`src/design/xxh_pkg.sv`:
```
`timescale 1ns / 1ps
`default_nettype none
// ----------------------------------------------------------------------------
// xxh_pkg
// Shared constants, types and helper functions of the 32-bit xxHash engine.
// ----------------------------------------------------------------------------
package xxh_pkg;

	// Number of lane accumulators, one per word of a stripe.
	localparam int LANES = 4;

	// Primes of the scheme.
	localparam logic [31:0] PRIME1 = 32'd2654435761;
	localparam logic [31:0] PRIME2 = 32'd2246822519;
	localparam logic [31:0] PRIME3 = 32'd3266489917;
	localparam logic [31:0] PRIME4 = 32'd668265263;
	localparam logic [31:0] PRIME5 = 32'd374761393;

	// Bytes in one full stripe.
	localparam logic [4:0] STRIPE_BYTES = 5'd16;

	// Control from the top level to each lane.
	typedef struct packed {
		logic capture;  // a beat is accepted: register word * PRIME2
		logic step;     // apply one round to the accumulator
		logic load;     // start from the seed-derived value, not the accumulator
	} lane_ctl_t;

	// Rotate left by a constant amount.
	function automatic logic [31:0] rotl(input logic [31:0] x, input int r);
		rotl = (x << r) | (x >> (32 - r));
	endfunction

	// Starting value of a lane accumulator for a given seed.
	function automatic logic [31:0] lane_init(input logic [31:0] seed, input logic [1:0] idx);
		logic [31:0] v;
		case (idx)
			2'd0: v = seed + PRIME1 + PRIME2;
			2'd1: v = seed + PRIME2;
			2'd2: v = seed;
			default: v = seed - PRIME1;
		endcase
		lane_init = v;
	endfunction

endpackage
`default_nettype wire

```
`src/design/xxh_lane.sv`:
```
`timescale 1ns / 1ps
`default_nettype none
// ----------------------------------------------------------------------------
// xxh_lane
// One lane accumulator: a product stage followed by the add, rotate and
// multiply round that updates the accumulator.
// ----------------------------------------------------------------------------
module xxh_lane (
	input  wire logic               clk,
	input  wire xxh_pkg::lane_ctl_t ctl,
	input  wire logic [31:0]        word,
	input  wire logic [31:0]        init,
	output logic [31:0]             acc
);

	logic [31:0] prod_s1;
	logic [31:0] acc_q;
	logic [31:0] base;
	logic [31:0] sum;

	// First stage: word times PRIME2, independent of the accumulator.
	always_ff @(posedge clk) begin
		if (ctl.capture) begin
			prod_s1 <= word * xxh_pkg::PRIME2;
		end
	end

	// Round: acc = rotl(acc + prod, 13) * PRIME1.
	always_comb begin
		base = ctl.load ? init : acc_q;
		sum  = base + prod_s1;
	end

	always_ff @(posedge clk) begin
		if (ctl.step) begin
			acc_q <= xxh_pkg::rotl(sum, 13) * xxh_pkg::PRIME1;
		end
	end

	assign acc = acc_q;

endmodule
`default_nettype wire

```
`config.mk`:
```
export PLATFORM = sky130hd
export DESIGN_NAME = xxh_lane
export DESIGN_NICKNAME = d
export VERILOG_FILES = /design/src/design/xxh_pkg.sv /design/src/design/xxh_lane.sv
export SDC_FILE = /design/constraint.sdc
export NUM_CORES = 1
export LEC_CHECK = 0
export BUFFER_PORTS_ARGS = -buffer_cell sky130_fd_sc_hd__buf_4
export CELL_PAD_IN_SITES_DETAIL_PLACEMENT = 1
export CELL_PAD_IN_SITES_GLOBAL_PLACEMENT = 2
export CORE_ASPECT_RATIO = 2
export CORE_MARGIN = 5
export CORE_UTILIZATION = 43
export DETAILED_ROUTE_END_ITERATION = 7
export PLACE_DENSITY = 0.89
export REMOVE_ABC_BUFFERS = 1
export SLEW_MARGIN = 0
export SYNTH_ARGS = -nofsm -noshare
export SYNTH_HDL_FRONTEND = slang
export SYNTH_SLANG_ARGS = --single-unit
export TNS_END_PERCENT = 1
```
`constraint.sdc`:
```
create_clock -name clk -period 13.7 [get_ports clk]
set_clock_uncertainty 0.1 [all_clocks]
set_input_delay 1.37 -clock clk [delete_from_list [all_inputs] [get_ports clk]]
set_output_delay 1.37 -clock clk [all_outputs]
set_load 0.005 [all_outputs]
```
* Yosys cells after proc, flatten, opt, wreduce, memory -nomap -nowiden
Index checks and enable logic that the tools add are counted.
** Storage, ports and cells
- Register bits :: 64
- Input bits :: 68
- Output and inout bits :: 32
- Logic and storage cells :: 7
** Operators by class
- $add $sub $neg :: 1
- Multipliers :: 2
- Multiplexer cells :: 1
- Bitwise operators :: 1
** Operators with widths (count)
- $mul A32 B32 Y32 const B :: 2
- $add A32 B32 Y32 :: 1
- $mux W32 :: 1
- $or A32 B13 Y32 :: 1

* Longest topological paths before layout
Gate-level depths: netlist (run 1).
- Depth after elaboration :: 4
- Depth in mapped cells :: 43
- Gate-level depth less buffers :: 41

* Worst setup path after synthesis (run 1)
Ideal clock, no wire load.
- Path type :: input to register
- From :: in ctl[0] (netlist name)
- To :: reg acc_q[31], in the netlist acc[31] (data pin)
- Setup time :: 0.260 ns
- Arrival time :: 10.900 ns
- Data required time :: 13.340 ns
- Path slack :: 2.440 ns
- Cell stages on the path :: 40
- Buffers on the path :: 2
- Cells stage by stage :: clkbuf_1 > clkbuf_1 > mux2_2 > ha_1 > inv_1 > fa_1 > nor2b_4 > o31a_4 > o211ai_2 > a21boi_2 > o211a_1 > o21ai_2 > a21oi_1 > or3_1 > a21oi_1 > o21ai_0 > a21oi_1 > xnor2_1 > (+4 left out) > inv_1 > fa_1 > inv_1 > fa_1 > fa_1 > fa_1 > fa_1 > xor2_1 > xnor2_1 > xnor2_1 > xnor3_2 > xnor2_2 > xnor2_1 > xnor3_1 > xnor3_1 > xnor3_1 > xnor2_1 > xnor2_1
** Between the ends
- Word-level cells in the longest chain between the ends :: 4
** RTL lines
- start: declaration :: line xxh_lane.sv:10 : input wire xxh_pkg::lane_ctl_t ctl,
- $mux W32 :: line xxh_lane.sv:30 : base = ctl.load ? init : acc_q;
- $add A32 B32 Y32 :: line xxh_lane.sv:31 : sum = base + prod_s1;
- $or A32 B13 Y32 :: line xxh_pkg.sv:31 : rotl = (x << r) | (x >> (32 - r));
- $mul A32 B32 Y32 :: line xxh_lane.sv:36 : acc_q <= xxh_pkg::rotl(sum, 13) * xxh_pkg::PRIME1;
- end signal: assignment :: line xxh_lane.sv:36
- end: declaration :: line xxh_lane.sv:17 : logic [31:0] acc_q;
No other way between the ends.
A chain may end at the register's enable or synchronous reset.

* Worst setup path after layout (run 1)
Same ends and word-level chain as after synthesis.

==> load_flow_metrics.sql, run 1 <==
INSERT INTO impl_metrics (metric_group, metric, value, unit) VALUES
('worst_setup_path', 'slowest_stage', 'sky130_fd_sc_hd__fa_1', ''),
('grt', 'vias_in_the_first_global_route', '19200', ''),
('detailed_routing', 'dr.first_iter.drc_count', '446', ''),
('clock_network', 'post_cts_resized', '0', ''),
('synth', 'netlist_area', '0.0224', 'mm²'),
('worst_setup_path', 'critical_path_data_arrival_time', '11.91', 'ns'),
('detailed_routing', 'detail_route.vias_per_cell', '5.26', ''),
('worst_setup_path', 'reg2reg_end', 'acc[31]', ''),
('place', 'detailedPlacementHpwl', '68.4', 'mm'),
('status', 'status', 'complete, no violations', ''),
('timing', 'finalWorstPathRequiredPeriod', '11.90', 'ns'),
('clock_network', 'clkTransAtPathRegs', '0.08', 'ns'),
('synth', 'distinct_cell_type_count_after_synthesis', '75', ''),
('place', 'gp_congestion', '1.01', ''),
('grt', 'grt_max_degree', '33', ''),
('place', 'port_buffers', '99', ''),
('worst_setup_path', 'critical_path_class', 'input port to flip-flop', ''),
('synth', 'synth.avg_cell_area', '10.3', 'µm²'),
('synth', 'part_of_the_yosys_area_used_for_sequential_elements', '0.0859', ''),
('timing', 'rsz0062_at_grt', 'no', ''),
('timing', 'final_max_slew_violation_count', '0', ''),
('clock_network', 'cts.path.max_buffers', '2', ''),
('worst_setup_path', 'cp_max_fo', '21', ''),
('detailed_routing', 'routedWlPerCell', '25.3', 'µm'),
('worst_setup_path', 'cpPeakStageDelay', '0.55', 'ns'),
('worst_setup_path', 'worst-r2r-setup-slack', '2.78', 'ns'),
('layout', 'final-instance-count-excl-fill', '2948', ''),
('detailed_routing', 'ant_nets', '0', ''),
('min_path', 'worstHoldPathType', 'flip-flop to flip-flop', ''),
('timing', 'setup_violations', '0', ''),
('synth', 'synth.yosys.warnings', '0', ''),
('grt', 'overflow', '0', ''),
('clock_network', 'tritoncts_num_sinks', '64', ''),
('worst_setup_path', 'critical_path.endpoint_type', 'flip-flop', ''),
('worst_setup_path', 'start_kind', 'input port', ''),
('floorplan', 'core', '0.0517', 'mm²'),
('grt', 'global_route_wire_length_before_repair', '112', 'mm'),
('clock_network', 'cts_htree_levels', '3', ''),
('synth', 'postSynthCellCount', '2165', ''),
('floorplan', 'placement_rows', '118', ''),
('detailed_routing', 'wirelength', '74.5', 'mm'),
('clock_network', 'cts_root_buffer', 'sky130_fd_sc_hd__clkbuf_16', ''),
('synth', 'post_synthesis_sequential_element_count', '64', ''),
('layout', 'layout_commonest_cell', 'sky130_fd_sc_hd__inv_1', ''),
('floorplan', 'chipWidth', '171', 'µm'),
('clock_network', 'postCtsHoldBufs', '0', ''),
('worst_setup_path', 'required', '13.72', 'ns'),
('flow_run', 'cap_violations', '0', ''),
('clock_network', 'clock_insertion_delay_worst_skew', '0.39', 'ns'),
('timing', 'post-route-period-util', '0.868', ''),
('worst_setup_path', 'critical_path.reg2reg.startpoint', 'acc[0]', ''),
('timing', 'tns', '0', 'ns'),
('layout', 'fraction_of_layout_cells_with_a_size_suffix_above_1', '0.0826', ''),
('layout', 'insertedDiodeCount', '0', ''),
('timing', 'max-slew-margin-rel', '0.0685', ''),
('synth', 'synthFlopType', 'sky130_fd_sc_hd__edfxtp_1', ''),
('timing', 'worstMarginPinSlew', '1.39', 'ns'),
('clock_network', 'cts_buffers', '9', ''),
('timing', 'fmax', '84.1', 'MHz'),
('worst_setup_path', 'timing.critical_path.from', 'ctl[0]', ''),
('worst_setup_path', 'rr_worst_depth', '39', ''),
('floorplan', 'die_ar', '0.0569', 'mm²'),
('clock_network', 'postCtsSetupBuffers', '0', ''),
('layout', 'area_delta_synth_final', '9.06', '%'),
('floorplan', 'dieHeight', '333', 'µm'),
('timing', 'final.setup.worst_slack', '1.80', 'ns'),
('place', 'detailedPlace.worstSlack', '1.37', 'ns'),
('layout', 'final_net_count', '3179', ''),
('synth', 'synth_enable_flop_cells', '64', ''),
('clock_network', 'cts_tree', 'built', ''),
('timing', 'timing_hold_violations_final', '0', ''),
('place', 'number_of_instances_in_the_placed_design', '2932', ''),
('detailed_routing', 'route.vias.total', '15500', ''),
('worst_setup_path', 'endpoint', 'acc[31]', ''),
('worst_setup_path', 'critical-path-top-cell-by-count', 'sky130_fd_sc_hd__fa_1', ''),
('grt', 'grt_use_total', '0.273', ''),
('layout', 'layout.cells.most_common_list', 'sky130_fd_sc_hd__inv_1 (721), sky130_fd_sc_hd__fa_1 (438), sky130_fd_sc_hd__ha_1 (390)', ''),
('synth', 'async_reset_ff_frac', '0', ''),
('detailed_routing', 'drt_drc_violations_left', '0', ''),
('grt', 'antenna_violations_before_repair', '0', ''),
('floorplan', 'pin_count', '100', ''),
('floorplan', 'floorplan.initialDensity', '0.433', ''),
('detailed_routing', 'detail_route.first_pass.iterations', '4', '');
-- worst max-delay path, delay by kind of cell --
family / cells / cell delay (ns)
xor+xnor: 12 / 2.76
buf+inv: 6 / 0.85
fa+ha+maj: 10 / 4.18
compound gates: 9 / 1.79
simple gates: 2 / 0.49
mux: 1 / 0.40
-- state kept, by name (all words and copies together), names as in the netlist --
register  flops
acc          32
prod_s1      32
-- stage by stage --
step	instance area (µm²)	hold WS, ns	utilization
after global placement	24000	0.932	0.465
after CTS	24400	0.949	0.472
after floorplan	22300	0.890	-
final	24400	0.957	0.472
after global routing	24400	0.996	0.472
after detailed placement	24000	0.952	0.465
-- kinds of logic after synthesis --
logic type / after synthesis / synth area share
AO/OA/AOI/OAI: 210 / 0.0671
buffers and inverters: 731 / 0.123
flip-flops: 64 / 0.0859
XOR/XNOR: 150 / 0.0619
multiplexers: 36 / 0.0180
AND/OR/NAND/NOR: 144 / 0.0329
adder cells (fa/ha/maj): 830 / 0.611
-- final cells by class --
type	instances	area (µm²)
fillers	5804	27300
multi-input cells	1370	17700
inverters	721	2710
flip-flops and latches	64	1920
repair buffers	117	878
well taps	660	826
clock buffers	9	225
clock inverters	7	125
-- synth_stat cells, types with 6 or more instances --
| cell type | number | share of area |
|---|---|---|
| sky130_fd_sc_hd__mux2_2 | 30 | 0.015 |
| sky130_fd_sc_hd__xnor2_1 | 104 | 0.041 |
| sky130_fd_sc_hd__and2_1 | 9 | 0.0025 |
| sky130_fd_sc_hd__nor2_1 | 37 | 0.0062 |
| sky130_fd_sc_hd__o21a_1 | 11 | 0.0037 |
| sky130_fd_sc_hd__nor3_1 | 13 | 0.0029 |
| sky130_fd_sc_hd__ha_1 | 390 | 0.22 |
| sky130_fd_sc_hd__a21o_1 | 32 | 0.011 |
| sky130_fd_sc_hd__xor2_1 | 40 | 0.016 |
| sky130_fd_sc_hd__nand2b_1 | 9 | 0.0025 |
| sky130_fd_sc_hd__nand2_1 | 33 | 0.0055 |
| sky130_fd_sc_hd__and3_1 | 9 | 0.0025 |
| sky130_fd_sc_hd__edfxtp_1 | 64 | 0.086 |
| sky130_fd_sc_hd__o21ai_0 | 21 | 0.0047 |
| sky130_fd_sc_hd__a211oi_1 | 6 | 0.0020 |
| sky130_fd_sc_hd__clkbuf_1 | 6 | 0.0010 |
| sky130_fd_sc_hd__a21oi_1 | 61 | 0.014 |
| sky130_fd_sc_hd__nand3_1 | 10 | 0.0022 |
| sky130_fd_sc_hd__o21bai_1 | 18 | 0.0060 |
| sky130_fd_sc_hd__inv_1 | 721 | 0.12 |
| sky130_fd_sc_hd__fa_1 | 438 | 0.39 |
-- how the worst min path moves through the flow --
stage | from | endpoint | slack [ns] | depth (start not counted)
after floorplan | prod_s1[21] | acc[2] | 0.89 | 2
after global placement | prod_s1[19] | acc[0] | 0.93 | 3
after detailed placement | prod_s1[19] | acc[0] | 0.95 | 3
after CTS | prod_s1[19] | acc[0] | 0.95 | 3
after global routing | prod_s1[19] | acc[0] | 1.0 | 3
final | prod_s1[19] | acc[0] | 0.96 | 3
-- routing by layer --
metal / part of all wire / vias up / GRT usage
met2: 0.60 / 351 / 0.557
met1: 0.26 / 8008 / 0.208
met5: 0 / - / 0
met4: 0.13 / 0 / 0.261
li1: - / 6888 / -
met3: 0.018 / 272 / 0.0189
Power of run 1 is left out: the tool's default activity adds up to more than one toggle a clock period on the data nets, which glitch-free logic cannot reach.
==> run 2, diff against run 1 <==
ABC_AREA = 1   (was not set)
CORE_UTILIZATION = 42   (was 43)
PLACE_DENSITY = 0.9   (was 0.89)
==> run 2 against run 1 <==
Worst hold slack improved by 0.14 ns. Fmax decreased by 7.3%. Wire length increased by 16%. Design area increased by 3.4%. Cell count increased by 15%. Critical path type unchanged. Critical endpoint is now acc[30].
==> load_flow_metrics.sql, run 2 <==
INSERT INTO impl_metrics (metric_group, metric, value, unit) VALUES
('floorplan', 'floorplan.initialDensity', '0.421', ''),
('clock_network', 'clock_insertion_delay_worst_skew', '0.38', 'ns'),
('timing', 'fmax', '77.9', 'MHz'),
('layout', 'final-seq-area', '0.00192', 'mm²'),
('timing', 'post-route-period-util', '0.937', ''),
('place', 'detailedPlacementHpwl', '79.9', 'mm'),
('synth', 'synth.avg_cell_area', '9.23', 'µm²'),
('min_path', 'hold-path-endpoint', 'acc[0]', ''),
('worst_setup_path', 'start_kind', 'input port', ''),
('floorplan', 'chipWidth', '176', 'µm'),
('min_path', 'holdCritStartpoint', 'prod_s1[19]', ''),
('layout', 'layout.cells.most_common_list', 'sky130_fd_sc_hd__inv_1 (810), sky130_fd_sc_hd__fa_1 (438), sky130_fd_sc_hd__ha_1 (390)', ''),
('clock_network', 'postCtsSetupBuffers', '0', ''),
('synth', 'synth_commonest_cells', 'sky130_fd_sc_hd__inv_1 (810), sky130_fd_sc_hd__fa_1 (438), sky130_fd_sc_hd__ha_1 (390), sky130_fd_sc_hd__nand2_1 (295), sky130_fd_sc_hd__a21oi_1 (81)', ''),
('synth', 'post-synth-top-count-cell', 'sky130_fd_sc_hd__inv_1', ''),
('worst_setup_path', 'slowest_stage', 'sky130_fd_sc_hd__nor4_1', ''),
('layout', 'area_delta_synth_final', '8.73', '%'),
('synth', 'part_of_the_yosys_area_used_for_sequential_elements', '0.0828', ''),
('worst_setup_path', 'reg2reg_end', 'acc[30]', ''),
('detailed_routing', 'dr.first_iter.drc_count', '509', ''),
('grt', 'global_route_wire_length_before_repair', '128', 'mm'),
('synth', 'yosysTopAreaCellShare', '0.378', ''),
('timing', 'finalWorstPathRequiredPeriod', '12.83', 'ns'),
('timing', 'setup_violations', '0', ''),
('layout', 'fraction_of_layout_cells_with_a_size_suffix_above_1', '0.0812', ''),
('status', 'status', 'complete, no violations', ''),
('timing', 'timing_hold_violations_final', '0', ''),
('clock_network', 'clkTransAtPathRegs', '0.06', 'ns'),
('grt', 'grt_use_total', '0.297', ''),
('timing', 'final_max_slew_violation_count', '0', ''),
('worst_setup_path', 'worst-r2r-setup-slack', '1.99', 'ns'),
('detailed_routing', 'route.vias.total', '17300', ''),
('floorplan', 'core', '0.0551', 'mm²'),
('clock_network', 'cts_buffers', '9', ''),
('worst_setup_path', 'critical_path_data_arrival_time', '12.85', 'ns'),
('worst_setup_path', 'required', '13.72', 'ns'),
('synth', 'synthFlopType', 'sky130_fd_sc_hd__edfxtp_1', ''),
('synth', 'postSynthCellCount', '2515', ''),
('clock_network', 'post_cts_resized', '0', ''),
('synth', 'async_reset_ff_frac', '0', ''),
('worst_setup_path', 'rr_worst_depth', '35', ''),
('synth', 'synthDominantAreaCellType', 'sky130_fd_sc_hd__fa_1', ''),
('layout', 'final_net_count', '3525', ''),
('timing', 'worstMarginPinSlew', '1.39', 'ns'),
('clock_network', 'postCtsHoldBufs', '0', ''),
('place', 'gp_congestion', '1.02', ''),
('place', 'port_buffers', '99', ''),
('synth', 'synth_enable_flop_cells', '64', ''),
('timing', 'rsz0062_at_grt', 'no', ''),
('floorplan', 'placement_rows', '122', ''),
('worst_setup_path', 'cpPeakStageDelay', '1.17', 'ns'),
('synth', 'synth.yosys.warnings', '0', ''),
('synth', 'post_synthesis_sequential_element_count', '64', ''),
('worst_setup_path', 'critical-path-top-cell-by-count', 'sky130_fd_sc_hd__nand2_1', ''),
('grt', 'vias_in_the_first_global_route', '21400', ''),
('clock_network', 'cts_root_buffer', 'sky130_fd_sc_hd__clkbuf_16', ''),
('clock_network', 'tritoncts_num_sinks', '64', ''),
('min_path', 'worstHoldPathType', 'flip-flop to flip-flop', ''),
('detailed_routing', 'ant_nets', '0', ''),
('timing', 'max-slew-margin-rel', '0.0664', ''),
('worst_setup_path', 'critical_path.reg2reg.startpoint', 'acc[22]', ''),
('detailed_routing', 'wirelength', '86.1', 'mm'),
('floorplan', 'die_ar', '0.0603', 'mm²'),
('layout', 'layout_commonest_cell', 'sky130_fd_sc_hd__inv_1', ''),
('grt', 'grt_max_degree', '34', ''),
('worst_setup_path', 'critical_path.endpoint_type', 'flip-flop', ''),
('synth', 'netlist_area', '0.0232', 'mm²'),
('detailed_routing', 'drt_drc_violations_left', '0', ''),
('layout', 'multiInputGateArea', '0.0182', 'mm²'),
('detailed_routing', 'detail_route.vias_per_cell', '5.13', ''),
('detailed_routing', 'detail_route.first_pass.iterations', '5', ''),
('layout', 'fill_cells', '6440', ''),
('clock_network', 'cts_htree_levels', '3', ''),
('grt', 'overflow', '0', ''),
('synth', 'ys_top_cells_by_area', 'sky130_fd_sc_hd__fa_1 (38%), sky130_fd_sc_hd__ha_1 (21%), sky130_fd_sc_hd__inv_1 (13%), sky130_fd_sc_hd__edfxtp_1 (8.3%), sky130_fd_sc_hd__nand2_1 (4.8%)', ''),
('timing', 'fin_worst_hold_slack', '1.09', 'ns'),
('worst_setup_path', 'critical_path_class', 'input port to flip-flop', ''),
('synth', 'distinct_cell_type_count_after_synthesis', '51', ''),
('worst_setup_path', 'cp_max_fo', '33', ''),
('floorplan', 'dieHeight', '342', 'µm'),
('grt', 'antenna_violations_before_repair', '1', ''),
('floorplan', 'pin_count', '100', ''),
('min_path', 'worstHoldPathCells', '3', ''),
('timing', 'tns', '0', 'ns'),
('detailed_routing', 'routedWlPerCell', '25.5', 'µm'),
('clock_network', 'cts.path.max_buffers', '2', ''),
('clock_network', 'cts_tree', 'built', ''),
('flow_run', 'cap_violations', '0', '');
[run 2: layer usage]
metal	routed length, µm	up-vias	GRT usage
met3	1820	336	0.0212
met5	0	-	0
met4	12100	0	0.317
met1	23000	8729	0.229
met2	49200	485	0.591
li1	-	7792	-
[run 2: worst max path at each step]
| stage | start | end | depth (start not counted) |
|---|---|---|---|
| CTS | ctl[0] | acc[30] | 35 |
| global placement | ctl[0] | acc[30] | 35 |
| floorplan | ctl[0] | acc[29] | 40 |
| detailed placement | ctl[0] | acc[30] | 35 |
| finish | ctl[0] | acc[30] | 36 |
| global route | ctl[0] | acc[30] | 42 |
[run 2: cell type report]
type / instances / area share
multi-input combinational: 1625 / 0.721
inverter: 822 / 0.122
sequential: 64 / 0.0762
tap: 744 / 0.0369
timing repair buffer: 107 / 0.0318
clock buffer: 10 / 0.00908
clock inverter: 6 / 0.00268
antenna: 1 / 0.0000992
[run 2: stage by stage]
stage | setup slack [ns] | util | cell area, µm² | instances
finish | 0.867 | 0.458 | 25200 | 3379
global route | 0.814 | 0.458 | 25200 | 3378
CTS | 0.983 | 0.458 | 25200 | 3378
detailed placement | 0.585 | 0.452 | 24900 | 3362
global placement | 0.759 | 0.452 | 24900 | 3362
floorplan | 4.25 | - | 23200 | 2511
[run 2: critical path, delay by kind of cell]
kind	cells	cell delay (ns)
AND/OR/NAND/NOR	15	4.70
adder cells (fa/ha/maj)	10	4.43
buffers and inverters	6	1.09
multiplexers	1	0.44
XOR/XNOR	2	0.39
AO/OA/AOI/OAI	2	0.35
[run 2: cell families (layout without fill, tap and decap cells)]
group / count (synthesis) / after routing / share of synthesized area
compound gates: 153 / 153 / 0.0380
xor+xnor: 120 / 120 / 0.0473
other cells: 0 / 1 / 0
fa+ha+maj: 828 / 828 / 0.588
buf+inv: 826 / 945 / 0.134
mux: 31 / 31 / 0.0150
simple gates: 493 / 493 / 0.0949
flops: 64 / 64 / 0.0828
Power of run 2 is left out for the same reason.
