==> src/design/xxh_pkg.sv <==
`timescale 1ns / 1ps
`default_nettype none
// ----------------------------------------------------------------------------
// xxh_pkg
// Shared constants, types and helper functions of the 32-bit xxHash engine.
// ----------------------------------------------------------------------------
package xxh_pkg;

	// Number of lane accumulators, one per word of a stripe.
	localparam int LANES = 4;

	// Primes of the scheme.
	localparam logic [31:0] PRIME1 = 32'd2654435761;
	localparam logic [31:0] PRIME2 = 32'd2246822519;
	localparam logic [31:0] PRIME3 = 32'd3266489917;
	localparam logic [31:0] PRIME4 = 32'd668265263;
	localparam logic [31:0] PRIME5 = 32'd374761393;

	// Bytes in one full stripe.
	localparam logic [4:0] STRIPE_BYTES = 5'd16;

	// Control from the top level to each lane.
	typedef struct packed {
		logic capture;  // a beat is accepted: register word * PRIME2
		logic step;     // apply one round to the accumulator
		logic load;     // start from the seed-derived value, not the accumulator
	} lane_ctl_t;

	// Rotate left by a constant amount.
	function automatic logic [31:0] rotl(input logic [31:0] x, input int r);
		rotl = (x << r) | (x >> (32 - r));
	endfunction

	// Starting value of a lane accumulator for a given seed.
	function automatic logic [31:0] lane_init(input logic [31:0] seed, input logic [1:0] idx);
		logic [31:0] v;
		case (idx)
			2'd0: v = seed + PRIME1 + PRIME2;
			2'd1: v = seed + PRIME2;
			2'd2: v = seed;
			default: v = seed - PRIME1;
		endcase
		lane_init = v;
	endfunction

endpackage
`default_nettype wire

==> src/design/xxh_if.sv <==
`timescale 1ns / 1ps
`default_nettype none


// One finished hash per beat.
interface xxh_out_if;
	logic        valid;
	logic        ready;
	logic [31:0] hash;

	modport source (output valid, output hash, input ready);
	modport sink (input valid, input hash, output ready);
endinterface
`default_nettype wire

==> src/design/xxh_fin.sv <==
`timescale 1ns / 1ps
`default_nettype none
// ----------------------------------------------------------------------------
// xxh_fin
// Finalization sequencer: merges the lanes, runs the word and byte tail
// rounds and the avalanche on one shared multiplier, and holds the result.
// ----------------------------------------------------------------------------
module xxh_fin (
	input  wire logic        clk,
	input  wire logic        arst_n,
	input  wire logic        go,
	input  wire logic        seen,
	input  wire logic [31:0] seed,
	input  wire logic [31:0] len,
	input  wire logic [31:0] lanes [xxh_pkg::LANES],
	input  wire logic [31:0] words [xxh_pkg::LANES],
	input  wire logic [3:0]  tail_cnt,
	output logic             done,
	xxh_out_if.source        result
);

	localparam logic [2:0] ST_IDLE = 3'd0;
	localparam logic [2:0] ST_TAIL = 3'd1;
	localparam logic [2:0] ST_TMUL = 3'd2;
	localparam logic [2:0] ST_AV1  = 3'd3;
	localparam logic [2:0] ST_AV2  = 3'd4;
	localparam logic [2:0] ST_AV3  = 3'd5;

	logic [2:0]  state_q;
	logic [31:0] h_q;
	logic [3:0]  pos_q;
	logic        word_mode_q;
	logic        out_valid_q;
	logic [31:0] hash_q;

	logic [3:0]  rem;
	logic [31:0] sel_word;
	logic [7:0]  sel_byte;
	logic [31:0] merged;
	logic [31:0] mul_a;
	logic [31:0] mul_b;
	logic [31:0] prod;
	logic        out_free;

	// Operand selection for the tail rounds.
	always_comb begin
		rem      = tail_cnt - pos_q;
		sel_word = words[pos_q[3:2]];
		sel_byte = 8'(sel_word >> {pos_q[1:0], 3'b000});
		out_free = !out_valid_q || result.ready;
	end

	// Lane merge, or the seed path when no stripe was absorbed, plus length.
	always_comb begin
		if (seen) begin
			merged = xxh_pkg::rotl(lanes[0], 1) + xxh_pkg::rotl(lanes[1], 7)
				+ xxh_pkg::rotl(lanes[2], 12) + xxh_pkg::rotl(lanes[3], 18);
		end else begin
			merged = seed + xxh_pkg::PRIME5;
		end
		merged = merged + len;
	end

	// Shared multiplier, operands chosen by the step in progress.
	always_comb begin
		mul_a = '0;
		mul_b = '0;
		case (state_q)
			ST_TAIL: begin
				if (rem >= 4'd4) begin
					mul_a = sel_word;
					mul_b = xxh_pkg::PRIME3;
				end else begin
					mul_a = {24'd0, sel_byte};
					mul_b = xxh_pkg::PRIME5;
				end
			end
			ST_TMUL: begin
				if (word_mode_q) begin
					mul_a = xxh_pkg::rotl(h_q, 17);
					mul_b = xxh_pkg::PRIME4;
				end else begin
					mul_a = xxh_pkg::rotl(h_q, 11);
					mul_b = xxh_pkg::PRIME1;
				end
			end
			ST_AV1: begin
				mul_a = h_q ^ (h_q >> 15);
				mul_b = xxh_pkg::PRIME2;
			end
			ST_AV2: begin
				mul_a = h_q ^ (h_q >> 13);
				mul_b = xxh_pkg::PRIME3;
			end
			default: begin
				mul_a = '0;
				mul_b = '0;
			end
		endcase
		prod = mul_a * mul_b;
	end

	// Sequencer state and control.
	always_ff @(posedge clk or negedge arst_n) begin
		if (!arst_n) begin
			state_q     <= ST_IDLE;
			pos_q       <= '0;
			word_mode_q <= 1'b0;
			out_valid_q <= 1'b0;
		end else begin
			// A new hash enters the output register as the old one leaves.
			if ((state_q == ST_AV3) && out_free) begin
				out_valid_q <= 1'b1;
			end else if (out_valid_q && result.ready) begin
				out_valid_q <= 1'b0;
			end
			case (state_q)
				ST_IDLE: begin
					if (go) begin
						pos_q   <= '0;
						state_q <= ST_TAIL;
					end
				end
				ST_TAIL: begin
					if (rem >= 4'd4) begin
						word_mode_q <= 1'b1;
						state_q     <= ST_TMUL;
					end else if (rem != 4'd0) begin
						word_mode_q <= 1'b0;
						state_q     <= ST_TMUL;
					end else begin
						state_q <= ST_AV1;
					end
				end
				ST_TMUL: begin
					pos_q   <= pos_q + (word_mode_q ? 4'd4 : 4'd1);
					state_q <= ST_TAIL;
				end
				ST_AV1: begin
					state_q <= ST_AV2;
				end
				ST_AV2: begin
					state_q <= ST_AV3;
				end
				ST_AV3: begin
					if (out_free) begin
						state_q <= ST_IDLE;
					end
				end
				default: begin
					state_q <= ST_IDLE;
				end
			endcase
		end
	end

	// Running hash value and the output register.
	always_ff @(posedge clk) begin
		case (state_q)
			ST_IDLE: begin
				if (go) begin
					h_q <= merged;
				end
			end
			ST_TAIL: begin
				if (rem != 4'd0) begin
					h_q <= h_q + prod;
				end
			end
			ST_TMUL, ST_AV1, ST_AV2: begin
				h_q <= prod;
			end
			ST_AV3: begin
				if (out_free) begin
					hash_q <= h_q ^ (h_q >> 16);
				end
			end
			default: begin
				h_q <= h_q;
			end
		endcase
	end

	assign done         = (state_q == ST_AV3) && out_free;
	assign result.valid = out_valid_q;
	assign result.hash  = hash_q;

endmodule
`default_nettype wire

==> src/flat_wrapper.sv <==
// flat-port wrapper written by rule: the top's interface ports become plain ports
module xxh_fin_flat 
  (clk, arst_n, go, seen, seed, len, lanes, words, tail_cnt, done, result_valid, result_hash, result_ready);
  xxh_out_if result_i ();
  input  wire logic clk;
  input  wire logic arst_n;
  input  wire logic go;
  input  wire logic seen;
  input  wire logic [31:0] seed;
  input  wire logic [31:0] len;
  input  wire logic [31:0] lanes[xxh_pkg::LANES];
  input  wire logic [31:0] words[xxh_pkg::LANES];
  input  wire logic [3:0] tail_cnt;
  output logic done;
  output wire logic [$bits(result_i.valid)-1:0] result_valid;
  output wire logic [$bits(result_i.hash)-1:0] result_hash;
  input wire logic [$bits(result_i.ready)-1:0] result_ready;
  assign result_valid = result_i.valid;
  assign result_hash = result_i.hash;
  assign result_i.ready = result_ready;
  xxh_fin u_core (.clk(clk), .arst_n(arst_n), .go(go), .seen(seen), .seed(seed), .len(len), .lanes(lanes), .words(words), .tail_cnt(tail_cnt), .done(done), .result(result_i));
endmodule
==> config.mk <==
export PLATFORM = sky130hd
export DESIGN_NAME = xxh_fin_flat
export DESIGN_NICKNAME = d
export VERILOG_FILES = /design/src/design/xxh_pkg.sv /design/src/design/xxh_if.sv /design/src/design/xxh_fin.sv /design/src/flat_wrapper.sv
export SDC_FILE = /design/constraint.sdc
export NUM_CORES = 2
export LEC_CHECK = 0
export ABC_AREA = 1
export ABC_CLOCK_PERIOD_IN_PS = 19600
export BUFFER_PORTS_ARGS = -buffer_cell sky130_fd_sc_hd__buf_4
export CORE_UTILIZATION = 55
export CTS_BUF_LIST = sky130_fd_sc_hd__clkbuf_2 sky130_fd_sc_hd__clkbuf_4 sky130_fd_sc_hd__clkbuf_8
export CTS_CLUSTER_SIZE = 10
export DETAILED_ROUTE_END_ITERATION = 16
export PLACE_DENSITY = 0.76
export SETUP_SLACK_MARGIN = 0.3
export SLEW_MARGIN = 5
export SYNTH_ARGS = -nofsm -noshare
export SYNTH_HDL_FRONTEND = slang
export SYNTH_SLANG_ARGS = --single-unit
==> constraint.sdc <==
create_clock -name clk -period 19.6 [get_ports clk]
set_input_delay 5.88 -clock clk [delete_from_list [all_inputs] [get_ports clk]]
set_output_delay 5.88 -clock clk [all_outputs]
set_load 0.01 [all_outputs]
# Yosys cells after proc, flatten, opt, wreduce, memory -nomap -nowiden

Index checks and enable logic that the tools add are counted.

$add $sub $neg: 8
Multipliers: 1
Divide/modulo/power cells: 0
$lt $le $gt $ge: 2
Equal/unequal tests: 8
Shifts and indexed selects: 1
Mux-type cells: 25
Bitwise gates (word level): 10
Reduce and logical (&&, ||, !) cells: 16

Operators with widths:

| cell                                           | count |
|---|---|
| 2-to-1 mux 32 bit                              | 9 |
| case mux 32 bit (4 select lines)               | 2 |
| adder 32 bit                                   | 5 |
| case mux 32 bit (3 select lines)               | 1 |
| binary-select mux 32 bit (select 2 bit)        | 1 |
| adder 32 x 29 -> 32 bit, second input constant | 1 |
| multiplier 32 x 32 -> 32 bit                   | 1 |
| OR 32 x 1 -> 32 bit                            | 1 |
| OR 32 x 11 -> 32 bit                           | 1 |
| OR 32 x 12 -> 32 bit                           | 1 |
| OR 32 x 17 -> 32 bit                           | 1 |
| OR 32 x 18 -> 32 bit                           | 1 |
| OR 32 x 7 -> 32 bit                            | 1 |
| right shift 32 x 5 -> 8 bit                    | 1 |
| bitwise XOR 32 x 16 -> 32 bit                  | 1 |
| bitwise XOR 32 x 17 -> 32 bit                  | 1 |
| bitwise XOR 32 x 19 -> 32 bit                  | 1 |
| case mux 3 bit (6 select lines)                | 1 |
| 2-to-1 mux 3 bit                               | 4 |
| case mux 4 bit (2 select lines)                | 1 |
| AND reduction 2 bit                            | 4 |
| == test 3 x 2 -> 1 bit, second input constant  | 2 |
| == test 3 bit, second input constant           | 2 |
| nonzero test 2 bit                             | 3 |
| other kinds (18)                               | 24 |

Register bits after elaboration: 73
Bits in latches: 0
Bits in writable memories: 0
Bits in read-only memories: 0
Word-level logic and storage cells: 77
Memories kept: 0

# Longest topological paths before layout

Depth in word-level cells: 11
Depth in mapped cells: 63
Mapped depth without buffers: 59

# Worst setup path after synthesis

Ideal clock, no wire load.

Path kind: input to register
Start point: input port tail_cnt[0]
End point: register u_core.h_q[31] (data pin)
Library setup time: 0.253 ns
Data arrival time: 14.807 ns
Path slack: 4.540 ns
Stages on the path: 46
Cells stage by stage: inv_1 ha_1 inv_1 fa_1 xnor2_1 nand3_2 nand2_1 inv_2 buf_2 buf_1 nand2_1 nand2_1 clkinv_1 nor2_1 fa_1 fa_1 inv_1 fa_1 [... 10 more ...] a21boi_1 o21ai_0 a21boi_0 o21ai_1 a21oi_1 o21ai_1 a21oi_1 xor2_1 ha_1 a21oi_1 o21bai_1 a221oi_1 o21a_1 nand3_1 nand2_1 nand3_1 nand3_1 nand2_1

Word-level cells in the longest chain between the ends: 8
Elaborated cells between the ends (all ways): 10
Those cells by class: 2 x add/sub; 1 x mul; 1 x order compare; 6 x mux

Ends and longest elaborated chain:

| item                                         | RTL line           | RTL |
|---|---|---|
| from (decl)                                  | flat_wrapper.sv:13 | `input wire logic [3:0] tail_cnt;` |
| subtractor 4 bit *                           | xxh_fin.sv:47      | `rem = tail_cnt - pos_q;` |
| greater-or-equal comparator 4 x 3 -> 1 bit * | xxh_fin.sv:70      | `if (rem >= 4'd4) begin` |
| 2-to-1 mux 32 bit                            | xxh_fin.sv:70      |  |
| case mux 32 bit (4 select lines)             | xxh_fin.sv:68      | `case (state_q)` |
| multiplier 32 x 32 -> 32 bit *               | xxh_fin.sv:100     | `prod = mul_a * mul_b;` |
| adder 32 bit                                 | xxh_fin.sv:167     | `h_q <= h_q + prod;` |
| 2-to-1 mux 32 bit                            | xxh_fin.sv:166     | `if (rem != 4'd0) begin` |
| case mux 32 bit (3 select lines) *           | xxh_fin.sv:159     | `case (state_q)` |
| to (signal assigned)                         | xxh_fin.sv:162     | `h_q <= merged;` |
| to (signal assigned)                         | xxh_fin.sv:167     |  |
| to (signal assigned)                         | xxh_fin.sv:171     | `h_q <= prod;` |
| to (decl)                                    | xxh_fin.sv:30      | `logic [31:0] h_q;` |

Mark *: on every way between the ends. The rest lies on a longest branch, timed or not. The select of a mux whose other input is x is not followed.
A chain may end at the register's enable or synchronous reset.

# Worst setup path in the final report

Start point: input port tail_cnt[0]
End point: register u_core.h_q[29] (data pin)

The elaborated chain is that of the path after synthesis.

==> report_table.html <==
<table>
<tr><th>Metric</th><th>Value</th></tr>
<tr><th colspan="2">Worst setup path</th></tr>
<tr><td>CP arrival</td><td>between 15 and 20 ns</td></tr>
<tr><td>Worst-path fanout max</td><td>14</td></tr>
<tr><td>Sort of element at the start of the critical path</td><td>input pin</td></tr>
<tr><td>Cell with the largest stage delay on the worst path</td><td>sky130_fd_sc_hd__fa_1</td></tr>
<tr><td>Crit path required time</td><td>19.76 ns</td></tr>
<tr><td>Top cell family by delay on the critical path</td><td>adder cells</td></tr>
<tr><td>Kind of end point of the critical path</td><td>flip-flop</td></tr>
<tr><td>Capturing point of the worst reg2reg path</td><td>u_core.h_q[29]$_DFFE_PP_</td></tr>
<tr><td>Startpoint of the most critical register-to-register path</td><td>u_core.state_q[0]$_DFFE_PN0P_</td></tr>
<tr><td>Critical path class</td><td>in -&gt; reg</td></tr>
<tr><td>Cell repeated most along the worst path</td><td>sky130_fd_sc_hd__inv_1</td></tr>
<tr><td>Buffer and inverter count on the worst path</td><td>10</td></tr>
<tr><td>Slowest Stage Delay on Critical Path</td><td>just under 0.5 ns</td></tr>
<tr><td>Number of cells on the worst reg-to-reg path</td><td>43</td></tr>
<tr><td>Setup slack on the worst flop-to-flop path</td><td>7.07 ns</td></tr>
<tr><th colspan="2">STA</th></tr>
<tr><td>Setup tns final</td><td>0 ns</td></tr>
<tr><td>Post-route fraction of the period consumed by the critical path</td><td>roughly 84%</td></tr>
<tr><td>Transition time at the pin with the least slew margin</td><td>~1.3 ns</td></tr>
<tr><td>Final setup fails</td><td>0</td></tr>
<tr><td>Slew HR</td><td>around an eighth</td></tr>
<tr><td>Final Hold Violating Endpoints</td><td>0</td></tr>
<tr><td>Max Slew Vio Count</td><td>0</td></tr>
<tr><td>Clock period minus worst slack</td><td>around 16 ns</td></tr>
<tr><td>Unrepaired setup endpoints after global routing</td><td>false</td></tr>
<tr><td>Fmax achieved</td><td>~0.061 GHz</td></tr>
<tr><td>Setup skew after layout</td><td>roughly 0.016 ns</td></tr>
<tr><th colspan="2">Synth</th></tr>
<tr><td>Count of warnings emitted by yosys</td><td>0</td></tr>
<tr><td>Distinct cell type count after synthesis</td><td>63</td></tr>
<tr><td>Synthesized area</td><td>27900 um^2</td></tr>
<tr><td>Post-synthesis sequential element count</td><td>73</td></tr>
<tr><td>Cells after Synth</td><td>~3800</td></tr>
<tr><td>FFs w/ async S/R, synth</td><td>about an eighth</td></tr>
<tr><td>Number of synthesized flops with an enable pin</td><td>64</td></tr>
<tr><td>Net Count, Synth</td><td>4811</td></tr>
<tr><td>Main area contributors after synthesis</td><td>sky130_fd_sc_hd__fa_1 34%, sky130_fd_sc_hd__inv_1 11%, sky130_fd_sc_hd__ha_1 10%</td></tr>
<tr><td>Cell taking the most area after synthesis</td><td>sky130_fd_sc_hd__fa_1</td></tr>
<tr><td>Fraction of synthesized cell area taken by the top area cell type</td><td>33.8%</td></tr>
<tr><td>Top flip-flop cell by instance count after synthesis</td><td>sky130_fd_sc_hd__edfxtp_1</td></tr>
<tr><td>Fraction of the yosys area taken by sequential cells</td><td>between 7 and 8%</td></tr>
<tr><td>Synthesized area per cell</td><td>7.38 um^2</td></tr>
<tr><th colspan="2">CTS</th></tr>
<tr><td>Number of sinks on the clock net</td><td>between 70 and 80</td></tr>
<tr><td>Number of buffers on the longest clock path</td><td>2</td></tr>
<tr><td>Clock latency reported for the late side of the worst-skew pair</td><td>a little over 0.4 ns</td></tr>
<tr><td>Post CTS Setup Buffer Count</td><td>0</td></tr>
<tr><td>H-tree lvl count</td><td>3</td></tr>
<tr><td>Count of hold-fix buffers inserted at cts</td><td>0</td></tr>
<tr><td>Clock buffer count from CTS</td><td>9</td></tr>
<tr><td>Clock-pin slew reported for the worst setup and hold paths after clock tree synthesis</td><td>about 0.09 ns</td></tr>
<tr><td>PostCTS Resize Cnt</td><td>0</td></tr>
<tr><td>Root buf cell</td><td>sky130_fd_sc_hd__clkbuf_8</td></tr>
<tr><td>CTS tree</td><td>built</td></tr>
<tr><th colspan="2">Min path</th></tr>
<tr><td>Min-Delay Path Depth</td><td>2</td></tr>
<tr><td>Min-delay worst type</td><td>reg -&gt; reg</td></tr>
<tr><td>Min-Delay Startpoint</td><td>u_core.result.valid$_DFFE_PN0P_</td></tr>
<tr><td>End point of the worst hold path</td><td>u_core.result.valid$_DFFE_PN0P_</td></tr>
<tr><th colspan="2">Route</th></tr>
<tr><td>DRT Wirelength</td><td>about 120000 um</td></tr>
<tr><td>Drt drc</td><td>0</td></tr>
<tr><td>Post-route ant nets</td><td>0</td></tr>
<tr><td>Pre-antenna DRT Iters</td><td>6</td></tr>
<tr><td>Via-per-instance ratio</td><td>slightly below 6</td></tr>
<tr><td>Routed length per placed instance</td><td>between 20 and 25 um</td></tr>
<tr><td>First DRT Iteration DRCs</td><td>just over 3000</td></tr>
<tr><td>Total via count in the routed design</td><td>between 20000 and 30000</td></tr>
<tr><th colspan="2">Finish</th></tr>
<tr><td>Synth-to-Final Area Change</td><td>12.5%</td></tr>
<tr><td>Share of layout cells above drive strength 1</td><td>around 12%</td></tr>
<tr><td>Top library cells by usage in the layout, fill and taps aside</td><td>838 x sky130_fd_sc_hd__inv_1, 736 x sky130_fd_sc_hd__nand2_1, 471 x sky130_fd_sc_hd__fa_1</td></tr>
<tr><td>Most common cell after layout, fill and taps aside</td><td>sky130_fd_sc_hd__inv_1</td></tr>
<tr><td># nets final</td><td>between 5000 and 6000</td></tr>
<tr><th colspan="2">Placement</th></tr>
<tr><td>Placer Congestion</td><td>around 1.1</td></tr>
<tr><td># port buffers</td><td>between 300 and 400</td></tr>
<tr><td>HPWL after detailed placement</td><td>between 90000 and 100000 um</td></tr>
<tr><th colspan="2">Die</th></tr>
<tr><td>Initial core utilization</td><td>between 50% and 60%</td></tr>
<tr><td>Die Y</td><td>about 230 um</td></tr>
<tr><td>Horizontal extent of the die</td><td>around 230 um</td></tr>
<tr><td>Full die area</td><td>slightly above 50000 um^2</td></tr>
<tr><td>Std cell rows</td><td>82</td></tr>
<tr><td>Boundary Pins</td><td>roughly 360</td></tr>
<tr><td>Placeable core area</td><td>around 50000 um^2</td></tr>
<tr><th colspan="2">Global routing</th></tr>
<tr><td>Global-route wire length before repair</td><td>171000 um</td></tr>
<tr><td>Total GRT Usage</td><td>a little under half</td></tr>
<tr><td>Global-route congestion overflow total</td><td>0</td></tr>
<tr><td>Pin count of the biggest net entering global routing</td><td>between 60 and 70</td></tr>
<tr><td>Via count of the first global-routing pass</td><td>about 28000</td></tr>
<tr><td>Antenna violations before repair</td><td>8</td></tr>
<tr><th colspan="2">Flow run</th></tr>
<tr><td>Max-Cap Viols</td><td>0</td></tr>
<tr><th colspan="2">Status</th></tr>
<tr><td>Run status</td><td>finished clean</td></tr>
</table>
worst reg2reg max path, delay by kind of cell (launching register included):
kind / cells / cell delay [ns]
AOI/OAI and AO/OA: 12 / 3.48
xor gates and xnor gates: 1 / 0.48
adders and majority gates: 9 / 3.48
buffers and inverters: 9 / 0.89
DFF: 1 / 0.61
and+or+nand+nor: 12 / 3.39
synth_stat cells, drive strengths merged (4+ instances only):
master  count
a21boi     10
a21o        8
a21oi     229
a221oi      4
a22oi       5
a311oi      4
a31oi       9
and2        5
buf        45
clkbuf     45
clkinv     10
dfrtp       9
edfxtp     64
fa        471
ha        225
inv       854
nand2     760
nand3     180
nand3b     14
nand4      17
nor2      403
nor3       19
nor4        5
o211ai     12
o21a        9
o21ai     179
o21bai     12
o221ai      8
o22ai      23
o31ai       4
or2        28
xnor2      39
xor2       59
worst max-delay path by stage:
stage                      startpoint  cells after the start                        to
final                     tail_cnt[0]                     46  u_core.h_q[29]$_DFFE_PP_
after global routing      tail_cnt[0]                     47  u_core.h_q[29]$_DFFE_PP_
after CTS                 tail_cnt[0]                     47  u_core.h_q[31]$_DFFE_PP_
after detailed placement  tail_cnt[0]                     46  u_core.h_q[31]$_DFFE_PP_
after global placement    tail_cnt[0]                     46  u_core.h_q[25]$_DFFE_PP_
after floorplan           tail_cnt[0]                     46  u_core.h_q[31]$_DFFE_PP_
layer usage:
metal	global-route usage, %	routed length, um	vias up
met4	39.7	12200	14
li1	-	-	12300
met2	71.3	50000	1727
met1	50.2	38700	12900
met3	19.2	15400	564
met5	1.99	218	-
cell type report:
class,count,area (um^2)
flip-flops and latches,73,2150
clock inverters,6,58.8
fillers,4584,18800
multi-input cells,2759,22100
repair buffers,383,2880
diodes,3,7.51
inverters,864,3250
well taps,672,841
clock buffers,10,131
registers in the layout, summed over array words and instances (netlist names):
name                 cells
u_core.pos_q             4
u_core.result.valid      1
u_core.result.hash      32
u_core.state_q           3
u_core.h_q              32
u_core.word_mode_q       1
kinds of logic after synthesis:
family	after synthesis	share of synthesized area, %
buffers and inverters	954	13.2
AOI/OAI and AO/OA	530	10.6
xor gates and xnor gates	99	3.15
adders and majority gates	696	43.8
DFF	73	7.69
and+or+nand+nor	1434	21.5
stage by stage:
step / cell area, um^2 / worst slack (ns) / hold WS (ns) / instances / utilization [%]
final: 31400 / 3.13 / 0.583 / 4770 / 62.6
after global placement: 31200 / 3.20 / 0.547 / 4751 / 62.2
after detailed placement: 31200 / 2.97 / 0.568 / 4751 / 62.2
after global routing: 31400 / 2.51 / 0.659 / 4769 / 62.6
after floorplan: 27900 / 4.54 / 0.421 / 3786 / -
after CTS: 31400 / 3.40 / 0.585 / 4767 / 62.6
Power is left out: the tool's default activity adds up to more than one toggle a clock period on the data nets, which glitch-free logic cannot reach.
